File: src/sv/ps2sa_pkg.sv
package ps2sa_pkg;

    // Scan codes that the decoder treats specially.
    localparam logic [7:0] CODE_NONE      = 8'h00;
    localparam logic [7:0] CODE_ACK       = 8'hFA;
    localparam logic [7:0] CODE_BREAK     = 8'hF0;
    localparam logic [7:0] CODE_EXTEND    = 8'hE0;
    localparam logic [7:0] CODE_LSHIFT    = 8'h12;
    localparam logic [7:0] CODE_RSHIFT    = 8'h59;
    localparam logic [7:0] CODE_CTRL      = 8'h14;
    localparam logic [7:0] CODE_ALT       = 8'h11;
    localparam logic [7:0] CODE_CAPS      = 8'h58;
    localparam logic [7:0] CODE_NUM       = 8'h77;
    localparam logic [7:0] CODE_SCROLL    = 8'h7E;
    localparam logic [7:0] CODE_UP        = 8'h75;
    localparam logic [7:0] CODE_DOWN      = 8'h72;
    localparam logic [7:0] CODE_LEFT      = 8'h6B;
    localparam logic [7:0] CODE_RIGHT     = 8'h74;
    localparam logic [7:0] CODE_INSERT    = 8'h70;
    localparam logic [7:0] CODE_DELETE    = 8'h71;
    localparam logic [7:0] CODE_HOME      = 8'h6C;
    localparam logic [7:0] CODE_END       = 8'h69;
    localparam logic [7:0] CODE_PGUP      = 8'h7D;
    localparam logic [7:0] CODE_PGDN      = 8'h7A;

    // Control codes sent for the navigation keys.
    localparam logic [7:0] NAV_UP    = 8'd5;
    localparam logic [7:0] NAV_DOWN  = 8'd24;
    localparam logic [7:0] NAV_LEFT  = 8'd16;
    localparam logic [7:0] NAV_RIGHT = 8'd4;
    localparam logic [7:0] NAV_OTHER = 8'd1;

    localparam logic [7:0] CTRL_MASK = 8'h1F;
    localparam logic [7:0] CASE_FLIP = 8'd32;

    localparam int TABLE_LEN = 132;

    // Result kinds.
    typedef enum logic [1:0] {
        KIND_CHAR = 2'd0,
        KIND_LEDS = 2'd1,
        KIND_ACK  = 2'd2
    } t_kind;

    // Keyboard state carried from one byte to the next.
    typedef struct packed {
        logic       shift_held;
        logic       ctrl_held;
        logic       caps_lock;
        logic       num_lock;
        logic       scroll_lock;
        logic [7:0] previous_code;
    } t_kbd_state;

    // One decoded result.
    typedef struct packed {
        logic       emit;
        t_kind      kind;
        logic [7:0] value;
    } t_result;

    // Unshifted UK layout.
    localparam logic [7:0] PLAIN_MAP [0:TABLE_LEN-1] = '{
        8'd0,   8'd137, 8'd0,   8'd133, 8'd131, 8'd129, 8'd130, 8'd140,
        8'd0,   8'd138, 8'd136, 8'd134, 8'd132, 8'd7,   8'd6,   8'd0,
        8'd0,   8'd0,   8'd0,   8'd0,   8'd0,   8'd113, 8'd49,  8'd0,
        8'd0,   8'd0,   8'd122, 8'd115, 8'd97,  8'd119, 8'd50,  8'd0,
        8'd0,   8'd99,  8'd120, 8'd100, 8'd101, 8'd52,  8'd51,  8'd59,
        8'd0,   8'd32,  8'd118, 8'd102, 8'd116, 8'd114, 8'd53,  8'd0,
        8'd0,   8'd110, 8'd98,  8'd104, 8'd103, 8'd121, 8'd54,  8'd7,
        8'd8,   8'd44,  8'd109, 8'd106, 8'd117, 8'd55,  8'd56,  8'd0,
        8'd0,   8'd44,  8'd107, 8'd105, 8'd111, 8'd48,  8'd57,  8'd0,
        8'd0,   8'd46,  8'd47,  8'd108, 8'd59,  8'd112, 8'd45,  8'd0,
        8'd0,   8'd0,   8'd39,  8'd0,   8'd91,  8'd61,  8'd0,   8'd0,
        8'd0,   8'd0,   8'd13,  8'd93,  8'd0,   8'd35,  8'd0,   8'd0,
        8'd0,   8'd92,  8'd0,   8'd0,   8'd0,   8'd0,   8'd8,   8'd0,
        8'd0,   8'd49,  8'd0,   8'd52,  8'd55,  8'd0,   8'd0,   8'd0,
        8'd48,  8'd46,  8'd50,  8'd53,  8'd54,  8'd56,  8'd3,   8'd0,
        8'd139, 8'd43,  8'd51,  8'd45,  8'd42,  8'd57,  8'd0,   8'd0,
        8'd0,   8'd0,   8'd0,   8'd135
    };

    // Shifted UK layout.
    localparam logic [7:0] SHIFT_MAP [0:TABLE_LEN-1] = '{
        8'd0,   8'd149, 8'd0,   8'd145, 8'd143, 8'd141, 8'd142, 8'd152,
        8'd0,   8'd150, 8'd148, 8'd146, 8'd144, 8'd0,   8'd172, 8'd0,
        8'd0,   8'd0,   8'd0,   8'd0,   8'd0,   8'd81,  8'd33,  8'd0,
        8'd0,   8'd0,   8'd90,  8'd83,  8'd65,  8'd87,  8'd34,  8'd0,
        8'd0,   8'd67,  8'd88,  8'd68,  8'd69,  8'd36,  8'd163, 8'd58,
        8'd0,   8'd32,  8'd86,  8'd70,  8'd84,  8'd82,  8'd37,  8'd0,
        8'd0,   8'd78,  8'd66,  8'd72,  8'd71,  8'd89,  8'd94,  8'd0,
        8'd0,   8'd76,  8'd77,  8'd74,  8'd85,  8'd38,  8'd42,  8'd0,
        8'd0,   8'd60,  8'd75,  8'd73,  8'd79,  8'd41,  8'd40,  8'd0,
        8'd0,   8'd62,  8'd63,  8'd76,  8'd58,  8'd80,  8'd95,  8'd0,
        8'd0,   8'd0,   8'd64,  8'd0,   8'd123, 8'd43,  8'd0,   8'd0,
        8'd0,   8'd0,   8'd13,  8'd125, 8'd0,   8'd126, 8'd0,   8'd0,
        8'd0,   8'd124, 8'd0,   8'd0,   8'd0,   8'd0,   8'd8,   8'd0,
        8'd0,   8'd49,  8'd0,   8'd52,  8'd55,  8'd0,   8'd0,   8'd0,
        8'd48,  8'd46,  8'd50,  8'd53,  8'd54,  8'd56,  8'd3,   8'd0,
        8'd151, 8'd43,  8'd51,  8'd45,  8'd42,  8'd57,  8'd0,   8'd0,
        8'd0,   8'd0,   8'd0,   8'd135
    };

    // Control code of a navigation key, or zero for any other key.
    function automatic logic [7:0] nav_code(input logic [7:0] code);
        logic [7:0] nav;
        nav = 8'd0;
        case (code)
            CODE_UP:    nav = NAV_UP;
            CODE_DOWN:  nav = NAV_DOWN;
            CODE_LEFT:  nav = NAV_LEFT;
            CODE_RIGHT: nav = NAV_RIGHT;
            CODE_INSERT, CODE_DELETE, CODE_HOME,
            CODE_END, CODE_PGUP, CODE_PGDN: nav = NAV_OTHER;
            default:    nav = 8'd0;
        endcase
        return nav;
    endfunction

endpackage

File: src/sv/ps2sa_decode.sv
module ps2sa_decode (
    input  logic [7:0]            i_code,
    input  ps2sa_pkg::t_kbd_state i_state,
    output ps2sa_pkg::t_kbd_state o_state,
    output ps2sa_pkg::t_result    o_result
);
    import ps2sa_pkg::*;

    logic [7:0] nav;
    logic [7:0] ch;
    logic [7:0] ch_case;
    logic       nav_enable;
    logic       in_table;

    // Navigation lookup applies after an extend prefix or with num lock off.
    assign nav        = nav_code(i_code);
    assign nav_enable = (i_state.previous_code == CODE_EXTEND) || !i_state.num_lock;
    assign in_table   = (i_code < 8'(TABLE_LEN));

    // Table lookup with caps lock swapping the case of letters.
    always_comb begin
        ch = i_state.shift_held ? SHIFT_MAP[i_code] : PLAIN_MAP[i_code];
        ch_case = ch;
        if (i_state.caps_lock) begin
            if (ch inside {[8'h61:8'h7A]}) begin
                ch_case = ch - CASE_FLIP;
            end else if (ch inside {[8'h41:8'h5A]}) begin
                ch_case = ch + CASE_FLIP;
            end
        end
    end

    // Byte decode and state update.
    always_comb begin
        o_state        = i_state;
        o_result.emit  = 1'b0;
        o_result.kind  = KIND_CHAR;
        o_result.value = 8'd0;
        if (i_code == CODE_NONE) begin
            o_state = i_state;
        end else if (i_code == CODE_ACK) begin
            o_state.previous_code = i_code;
            o_result.emit = 1'b1;
            o_result.kind = KIND_ACK;
        end else if (i_state.previous_code == CODE_BREAK && i_code == CODE_EXTEND) begin
            // A break followed by extend is skipped; the break stays pending.
            o_state = i_state;
        end else if (i_state.previous_code == CODE_BREAK) begin
            o_state.previous_code = i_code;
            if (i_code == CODE_LSHIFT || i_code == CODE_RSHIFT) begin
                o_state.shift_held = 1'b0;
            end
            if (i_code == CODE_CTRL) begin
                o_state.ctrl_held = 1'b0;
            end
        end else begin
            o_state.previous_code = i_code;
            if (nav_enable && nav != 8'd0) begin
                o_result.emit  = 1'b1;
                o_result.value = nav;
            end else if (i_code == CODE_LSHIFT || i_code == CODE_RSHIFT) begin
                o_state.shift_held = 1'b1;
            end else if (i_code == CODE_CTRL) begin
                o_state.ctrl_held = 1'b1;
            end else if (i_code == CODE_ALT) begin
                o_state.ctrl_held = i_state.ctrl_held;
            end else if (i_code == CODE_CAPS || i_code == CODE_NUM
                         || i_code == CODE_SCROLL) begin
                if (i_code == CODE_CAPS) begin
                    o_state.caps_lock = !i_state.caps_lock;
                end
                if (i_code == CODE_NUM) begin
                    o_state.num_lock = !i_state.num_lock;
                end
                if (i_code == CODE_SCROLL) begin
                    o_state.scroll_lock = !i_state.scroll_lock;
                end
                o_result.emit  = 1'b1;
                o_result.kind  = KIND_LEDS;
                o_result.value = {5'd0, o_state.caps_lock, o_state.num_lock,
                                  o_state.scroll_lock};
            end else if (in_table && ch != 8'd0) begin
                o_result.emit  = 1'b1;
                o_result.value = i_state.ctrl_held ? (ch_case & CTRL_MASK) : ch_case;
            end
        end
    end

endmodule

File: src/sv/ps2_scancode_to_ascii.sv
// Keyboard byte decoder for scan code set 2 with a UK layout. Each accepted
// scan code is registered, decoded against the held shift, ctrl and lock
// state, and any result (a character, an LED request after a lock key, or an
// acknowledge on 0xFA) is loaded into the output register. One beat is taken
// every cycle while the output beat is not stalled; the rate is set by the
// single decode stage, which updates the keyboard state and the output
// register in the same cycle. Prefix, modifier and break bytes give no output
// beat, and while the output beat is stalled the input register holds at most
// one further byte.
module ps2_scancode_to_ascii (
    input  logic       i_clk,
    input  logic       i_rst_n,
    input  logic       i_in_valid,
    output logic       o_in_stall,
    input  logic [7:0] i_scan_code,
    output logic       o_out_valid,
    input  logic       i_out_stall,
    output logic [1:0] o_kind,
    output logic [7:0] o_value
);
    import ps2sa_pkg::*;

    logic       r_in_valid;
    logic [7:0] r_in_code;
    t_kbd_state r_state;
    t_kbd_state n_state;
    t_result    n_result;
    logic       r_out_valid;
    logic [1:0] r_out_kind;
    logic [7:0] r_out_value;
    logic       out_free;
    logic       advance;

    // The decode stage moves when the output register is empty or draining.
    assign out_free   = !r_out_valid || !i_out_stall;
    assign advance    = r_in_valid && out_free;
    assign o_in_stall = r_in_valid && !out_free;

    // Input register.
    always_ff @(posedge i_clk) begin
        if (!i_rst_n) begin
            r_in_valid <= 1'b0;
        end else if (!o_in_stall) begin
            r_in_valid <= i_in_valid;
        end
    end

    always_ff @(posedge i_clk) begin
        if (!o_in_stall) begin
            r_in_code <= i_scan_code;
        end
    end

    ps2sa_decode u_decode (
        .i_code   (r_in_code),
        .i_state  (r_state),
        .o_state  (n_state),
        .o_result (n_result)
    );

    // Keyboard state follows every decoded byte.
    always_ff @(posedge i_clk) begin
        if (!i_rst_n) begin
            r_state <= '0;
        end else if (advance) begin
            r_state <= n_state;
        end
    end

    // Output register.
    always_ff @(posedge i_clk) begin
        if (!i_rst_n) begin
            r_out_valid <= 1'b0;
        end else if (out_free) begin
            r_out_valid <= advance && n_result.emit;
        end
    end

    always_ff @(posedge i_clk) begin
        if (advance && n_result.emit) begin
            r_out_kind  <= n_result.kind;
            r_out_value <= n_result.value;
        end
    end

    assign o_out_valid = r_out_valid;
    assign o_kind      = r_out_kind;
    assign o_value     = r_out_value;

endmodule

File: config.mk
export PLATFORM = sky130hd
export DESIGN_NAME = ps2_scancode_to_ascii
export DESIGN_NICKNAME = d
export VERILOG_FILES = /design/src/sv/ps2sa_pkg.sv /design/src/sv/ps2sa_decode.sv /design/src/sv/ps2_scancode_to_ascii.sv
export SDC_FILE = /design/constraint.sdc
export NUM_CORES = 1
export LEC_CHECK = 0
export ABC_AREA = 1
export BUFFER_PORTS_ARGS = -buffer_cell sky130_fd_sc_hd__buf_2
export CORE_MARGIN = 2
export CORE_UTILIZATION = 47
export CTS_CLUSTER_DIAMETER = 60
export DETAILED_ROUTE_END_ITERATION = 16
export GPL_TIMING_DRIVEN = 0
export PLACE_DENSITY_LB_ADDON = 0.25
export RECOVER_POWER = 50
export SLEW_MARGIN = 20
export SYNTH_ARGS = -nofsm -noshare
export SYNTH_HDL_FRONTEND = slang
export SYNTH_SLANG_ARGS = --single-unit
export TNS_END_PERCENT = 30
File: constraint.sdc
create_clock -name i_clk -period 5.58 [get_ports i_clk]
set_input_delay 0.279 -clock i_clk [delete_from_list [all_inputs] [get_ports i_clk]]
set_output_delay 0.279 -clock i_clk [all_outputs]
set_load 0.005 [all_outputs]
# After elaboration in Yosys (flattened, before gate mapping)
# Memory sizes are Yosys's and may differ from the RTL's.
# Cells that the tools add are included.
# W data, S select, Z words.
[word_totals] mem_count=2 inputBits=12 output_inout_bits=12 reg_bits=33 rom_bits=4096
[mem_list] name="(name not given)" words=256 width=8 rd=1 rd_ports_with_merged_regs=0 write_ports=0 line_no="ps2sa_decode.sv:22" rtl="ch = i_state.shift_held ? SHIFT_MAP[i_code] : PLAIN_MAP[i_code];"
[mem_list] name="(name not given)" words=256 width=8 rd=1 rd_ports_with_merged_regs=0 write_ports=0 line_no="ps2sa_decode.sv:22"
[op_classes] order_cmp=6 n_eq_ne=24 addsub=2 reduce_logical=29 mux=41 bitwise_logic=9
[ops] op="$mux W8" n=15
[ops] op="$eq A8 B7 Y1 const B" n=14
[ops] op="$mux W11" n=6
[ops] op="$eq A8 B8 Y1 const B" n=4
[ops] op="$pmux W5 S5" n=1
[ops] op="$eq A8 B5 Y1 const B" n=3
[ops] op="$ge A8 B7 Y1 const B" n=2
[ops] op="$le A8 B7 Y1 const B" n=2
[ops] op="$reduce_bool A8 Y1" n=2
[ops] op="$mux W3" n=4
[ops] op="$mux W1" n=11
[ops] op="$reduce_and A10 Y1" n=1
[ops] op="$ge A9 B9 Y1 const B" n=1
[ops] op="$not A8 Y9" n=1
[ops] op="$add A8 B6 Y8 const B" n=1
[ops] op="$logic_and A1 B1 Y1" n=8
[ops] op="$logic_not A8 Y1" n=1
[ops] op="$lt A8 B8 Y1 const B" n=1
[ops] op="$not A1 Y1" n=8
[ops] op="$reduce_or A8 Y1" n=1
[ops] op="$sub A8 B6 Y8 const B" n=1
[ops] op="$reduce_and A7 Y1" n=1
[ops] op="$logic_not A1 Y1" n=6
[ops] op="$ne A2 B1 Y1 const B" n=3
[ops] op="8 further kinds" n=13

# Logic depth before layout (Yosys ltp)
[logic_depth] ltp_word=22 ltp_mapped=24 ltp_nobuf=24

# Modules after synthesis
# Synthesis repeated with hierarchy kept, for this count alone.
[hier_totals] hier_cells=723 area_unflattened_um2=4065.1
[by_module_without_submodules] module="ps2sa_decode" area_per_inst_um2=2846.5 cells_per_inst=607 n_inst=1
[by_module_without_submodules] module="ps2_scancode_to_ascii" area_per_inst_um2=1218.7 cells_per_inst=116 n_inst=1

# Worst setup path before layout
# Ideal clock, no wire load.
[synth_path] path_type="reg-to-reg" startpoint="register r_in_code[0]" endpoint="register r_out_value[7], in the netlist o_value[7], data pin" stages_incl_launch_ff=24 synth_period_minus_slack_ps=2882 required_time_ps=5328 path_buffers=0 setup_time_ps=252 path_slack_ps=2698 t_arrival_ps=2630 cell_sequence="edfxtp_1 -> inv_1 -> ha_1 -> nand2_1 -> inv_1 -> nand2_1 -> nand2_1 -> inv_1 -> nand3_1 -> a21oi_1 -> o21ai_1 -> nand2_2 -> inv_1 -> ha_1 -> inv_1 -> nor2_1 -> nand3_1 -> nand3_1 -> nand3_1 -> nand2_1 -> nand2_1 -> nor2_1 -> nor2_1 -> nor2_1"
[synth_via] elab_chain_cells=17 elab_cells_between_ends=58
[synth_rtl] item="from (decl)" line_no="ps2_scancode_to_ascii.sv:24" rtl="logic [7:0] r_in_code;"
[synth_rtl] item="from (signal assigned)" line_no="ps2_scancode_to_ascii.sv:50" rtl="r_in_code <= i_scan_code;"
[synth_rtl] item="$not A8 Y9 (implied by the code)" line_no="ps2sa_decode.sv:22"
[synth_rtl] item="$mem_v2 Z256 W8"
[synth_rtl] item="$mux W8 (implied by the code) (2 in series)" line_no="ps2sa_decode.sv:22"
[synth_rtl] item="$mux W8" line_no="ps2sa_decode.sv:22"
[synth_rtl] item="$ge A8 B7 Y1 / $le A8 B7 Y1 (equally long branches)" line_no="ps2sa_decode.sv:27" rtl="end else if (ch inside {[8'h41:8'h5A]}) begin"
[synth_rtl] item="$logic_and A1 B1 Y1" line_no="ps2sa_decode.sv:27"
[synth_rtl] item="$mux W8" line_no="ps2sa_decode.sv:27"
[synth_rtl] item="$mux W8" line_no="ps2sa_decode.sv:25" rtl="if (ch inside {[8'h61:8'h7A]}) begin"
[synth_rtl] item="$mux W8" line_no="ps2sa_decode.sv:24" rtl="if (i_state.caps_lock) begin"
[synth_rtl] item="$mux W8" line_no="ps2sa_decode.sv:84" rtl="o_result.value = i_state.ctrl_held ? (ch_case & CTRL_MASK) : ch_case;"
[synth_rtl] item="$mux W8" line_no="ps2sa_decode.sv:82" rtl="end else if (in_table && ch != 8'd0) begin"
[synth_rtl] item="$mux W8" line_no="ps2sa_decode.sv:67" rtl="end else if (i_code == CODE_CAPS || i_code == CODE_NUM"
[synth_rtl] item="$mux W11" line_no="ps2sa_decode.sv:65" rtl="end else if (i_code == CODE_ALT) begin"
[synth_rtl] item="$mux W11" line_no="ps2sa_decode.sv:63" rtl="end else if (i_code == CODE_CTRL) begin"
[synth_rtl] item="$mux W11" line_no="ps2sa_decode.sv:61" rtl="end else if (i_code == CODE_LSHIFT || i_code == CODE_RSHIFT) begin"
[synth_rtl] item="$mux W8" line_no="ps2sa_decode.sv:58" rtl="if (nav_enable && nav != 8'd0) begin"
[synth_rtl] item="to (signal assigned)" line_no="ps2_scancode_to_ascii.sv:82" rtl="r_out_value <= n_result.value;"
[synth_rtl] item="to (decl)" line_no="ps2_scancode_to_ascii.sv:30" rtl="logic [7:0] r_out_value;"
# Parallel ways exist; a longest one is shown, timed or not. The select of a mux whose other input is x is not followed.
# A chain may end at the register's enable or synchronous reset.

# Final worst setup path
[layout_path] startpoint="register r_in_code[1]" endpoint="register r_out_value[4], in the netlist o_value[4], enable pin"
[layout_via] elab_chain_cells=18 elab_cells_between_ends=50
[layout_rtl] item="$not A8 Y9 (implied by the code)" line_no="ps2sa_decode.sv:22"
[layout_rtl] item="$mem_v2 Z256 W8"
[layout_rtl] item="$mux W8 (implied by the code) (2 in series)" line_no="ps2sa_decode.sv:22"
[layout_rtl] item="$mux W8" line_no="ps2sa_decode.sv:22"
[layout_rtl] item="$reduce_bool A8 Y1" line_no="ps2sa_decode.sv:82"
[layout_rtl] item="$logic_and A1 B1 Y1" line_no="ps2sa_decode.sv:82"
[layout_rtl] item="$mux W1" line_no="ps2sa_decode.sv:82"
[layout_rtl] item="$mux W1" line_no="ps2sa_decode.sv:67"
[layout_rtl] item="$mux W11" line_no="ps2sa_decode.sv:65"
[layout_rtl] item="$mux W11" line_no="ps2sa_decode.sv:63"
[layout_rtl] item="$mux W11" line_no="ps2sa_decode.sv:61"
[layout_rtl] item="$mux W1" line_no="ps2sa_decode.sv:58"
[layout_rtl] item="$mux W11" line_no="ps2sa_decode.sv:48" rtl="end else if (i_state.previous_code == CODE_BREAK) begin"
[layout_rtl] item="$mux W11" line_no="ps2sa_decode.sv:45" rtl="end else if (i_state.previous_code == CODE_BREAK && i_code == CODE_EXTEND) begin"
[layout_rtl] item="$mux W3" line_no="ps2sa_decode.sv:41" rtl="end else if (i_code == CODE_ACK) begin"
[layout_rtl] item="$mux W11 (*)" line_no="ps2sa_decode.sv:39" rtl="if (i_code == CODE_NONE) begin"
[layout_rtl] item="$logic_and A1 B1 Y1 (*)" line_no="ps2_scancode_to_ascii.sv:80" rtl="if (advance && n_result.emit) begin"
# Every way passes the cells marked *; elsewhere a longest branch is shown, timed or not. The select of a mux whose other input is x is not followed.

==> run summary <==
Clk slew on worst S/H paths: 0.08 ns
DP HPWL: 11900 µm
Setup violators final: 0
Synth warnings: 0
CTS Buf Count: 5
Combinational power share: 36.3%
HP Class: in2reg
# rows: 32
Post-CTS Hold Buffers: 0
Initial Utilization: 49.07%
Nets: 721
Share of post-route cells with drive strength above 1: 12.48%
Worst EP required: 5.53 ns
Cell Pwr Density: 187.6 nW/µm²
Via/cell ratio: 6.070
Crit Path Class: reg2reg
Post-Syn Area: 3831 µm²
CP arrival: 4.11 ns
TNS Setup: 0 ns
Initial antenna violation count: 0
Switching Share: 40.11%
Psw: 313.9 µW
Placed cells: 791
Worst slack at placement: 1.608 ns
Post-cts resize count: 0
Synth Instances: 666
Core ar.: 7807 µm²
Die Y-Extent: 94.29 µm
First drt pass iteration count: 7
Synth top area cells: nand2_1 22%, edfxtp_1 14%, nand3_1 11%
Most common cell in the netlist: nand2_1
DRC: 0
P_leak: 2.149 nW
I/O pins: 24
Post-synth top area cell: nand2_1
Ant diodes: 0
Die ar.: 8890 µm²
Worst setup margin: 1.424 ns
Status: finished clean
Vias in the first global route: 4561
Grt ovf: 0
Max-slew violation count: 0
Clk sink count: 33
Longest Clk Path Bufs: 2
Post-route minimum period: 4.156 ns
Post-synth EDFFs: 18
P_int: 468.7 µW
Post-synth top cells: 227 x nand2_1, 87 x nand3_1, 67 x nor2_1
Area after DPL: 4074 µm²
Netlist cell types: 40
I/O Buffers: 23
DRT iter0 DRCs: 676
Power, Total: 782.7 µW
Actual slew at the worst max-slew pin: 0.6387 ns
H-Tree Depth: 2
Skew final: 0.009373 ns
Non-filler cells, final: 799
Seq/Total Area, Yosys: 21.95%
# Post-CTS Setup Buffers: 0
WL per Instance: 19.77 µm
Post-Route WL: 15800 µm
Post-Syn Nets: 691
Area delta synth->final: 8.916%
CP Max Fanout: 11
Root buf cell: clkbuf_8
CTS tree: done
Worst Setup End Kind: register
Async SR Flop Fraction: 0%
CP Launch Type: register
Syn Area/Cell: 5.753 µm²
RSZ-0062 raised after global routing: false
Clk_lat worst skew: 0.30 ns
Reg power frac: 35.7%
First-pass GRT wire length: 24450 µm
Post-route cell area: 4173 µm²
Via count: 4850
Yosys top cell area share: 22.24%
Max VDD drop: 172.5 µV
Hold Vio Cnt, Final: 0
Largest net degree at the start of global routing: 13
ANT nets after route: 0
Post-layout util: 53.45%
Clock share of power: 27.9%
Die width: 94.29 µm
GPL Wtd Cong: 1.076
Worst hold margin: 0.1569 ns
Synthesized flop and latch total: 33
Achievable clock frequency: 0.2406 GHz
Overall routing resource usage: 36.66%
Relative slew slack: 57.37%
Period utilization: 74.48%
MaxCap Viol Count: 0
Top_reg_cell synth: edfxtp_1
==> critical path, cell delays in order (launching register included) <==
cell      delay [ns]
edfxtp_1        0.62
inv_1           0.50
ha_1            0.59
nand2_1         0.17
buf_2           0.24
o21ai_0         0.21
nand2_1         0.08
nand2_1         0.08
nand2_1         0.07
nand2_1         0.06
nand2_1         0.20
inv_2           0.14
nor2_2          0.06
nand3_1         0.08
nand2_1         0.07
nand2_1         0.14
nand2_1         0.07
nand2_1         0.06
nand2_1         0.06
inv_1           0.32
==> sequential cells by signal, summed over array words and instances (netlist names) <==
signal,cells
r_state,13
o_kind,2
o_value,8
r_in_valid,1
o_out_valid,1
r_in_code,8
==> final timing paths <==
check / start / end / slack, ns / cells after the start
setup / recovery: r_in_code[1]$_DFFE_PN_ / o_value[4]$_SDFFCE_PP0P_ / 1.42 / 19
hold / removal: i_scan_code[6] / r_in_code[6]$_DFFE_PN_ / 0.16 / 1
setup reg to reg: r_in_code[1]$_DFFE_PN_ / o_value[4]$_SDFFCE_PP0P_ / 1.42 / 19
hold reg to reg: r_state[8]$_SDFFE_PN0P_ / r_state[8]$_SDFFE_PN0P_ / 0.47 / 2
==> cells by family after synthesis <==
family          share of synthesized area [%]
simple gates                            48.96
buf+inv                                 11.20
compound gates                          12.97
flops                                   21.95
fa+ha+maj                               4.246
xor+xnor                               0.6860
==> cells in the final DEF, fill, tap and decap left out, types with 3 or more instances in the layout <==
cell type and n:
nand3_1 87, dfxtp_1 15, ha_1 13, buf_6 3, o211ai_1 7, nor3_1 8
inv_2 10, nor2_2 8, buf_4 8, a21oi_1 39, nand2_1 227, inv_1 58
clkbuf_1 10, o21ai_1 8, nor2_1 67, nand4_1 10, edfxtp_1 18, o21ai_0 26
buf_2 27, clkbuf_8 5, nand2_2 14, xor2_1 3
==> power by group through the flow <==
stage,Clock (mW),Sequential (mW),Combinational (mW)
2_1_floorplan,0,0.282,0.189
3_3_place_gp,0,0.284,0.271
3_5_place_dp,0,0.285,0.271
4_1_cts,0.220,0.279,0.271
5_1_grt,0.228,0.281,0.307
6_report,0.218,0.280,0.284
==> area by class of cell <==
class                      count  area, µm²
fill                         835       3635
inverter                      70      267.8
tap                          102      127.6
sequential                    33      840.8
multi-input combinational    538       2561
timing repair buffer          23      105.1
clock inverter                 2      15.01
buffer                        25      161.4
clock buffer                   6      93.84
==> routing by layer <==
| metal | routed length, µm | track usage [%] |
|---|---|---|
| met5 | 0 | 0 |
| met4 | 885 | 18.60 |
| met3 | 2287 | 12.12 |
| met2 | 6584 | 54.94 |
| met1 | 6043 | 46.81 |
Power figures use the tool's default switching activity.
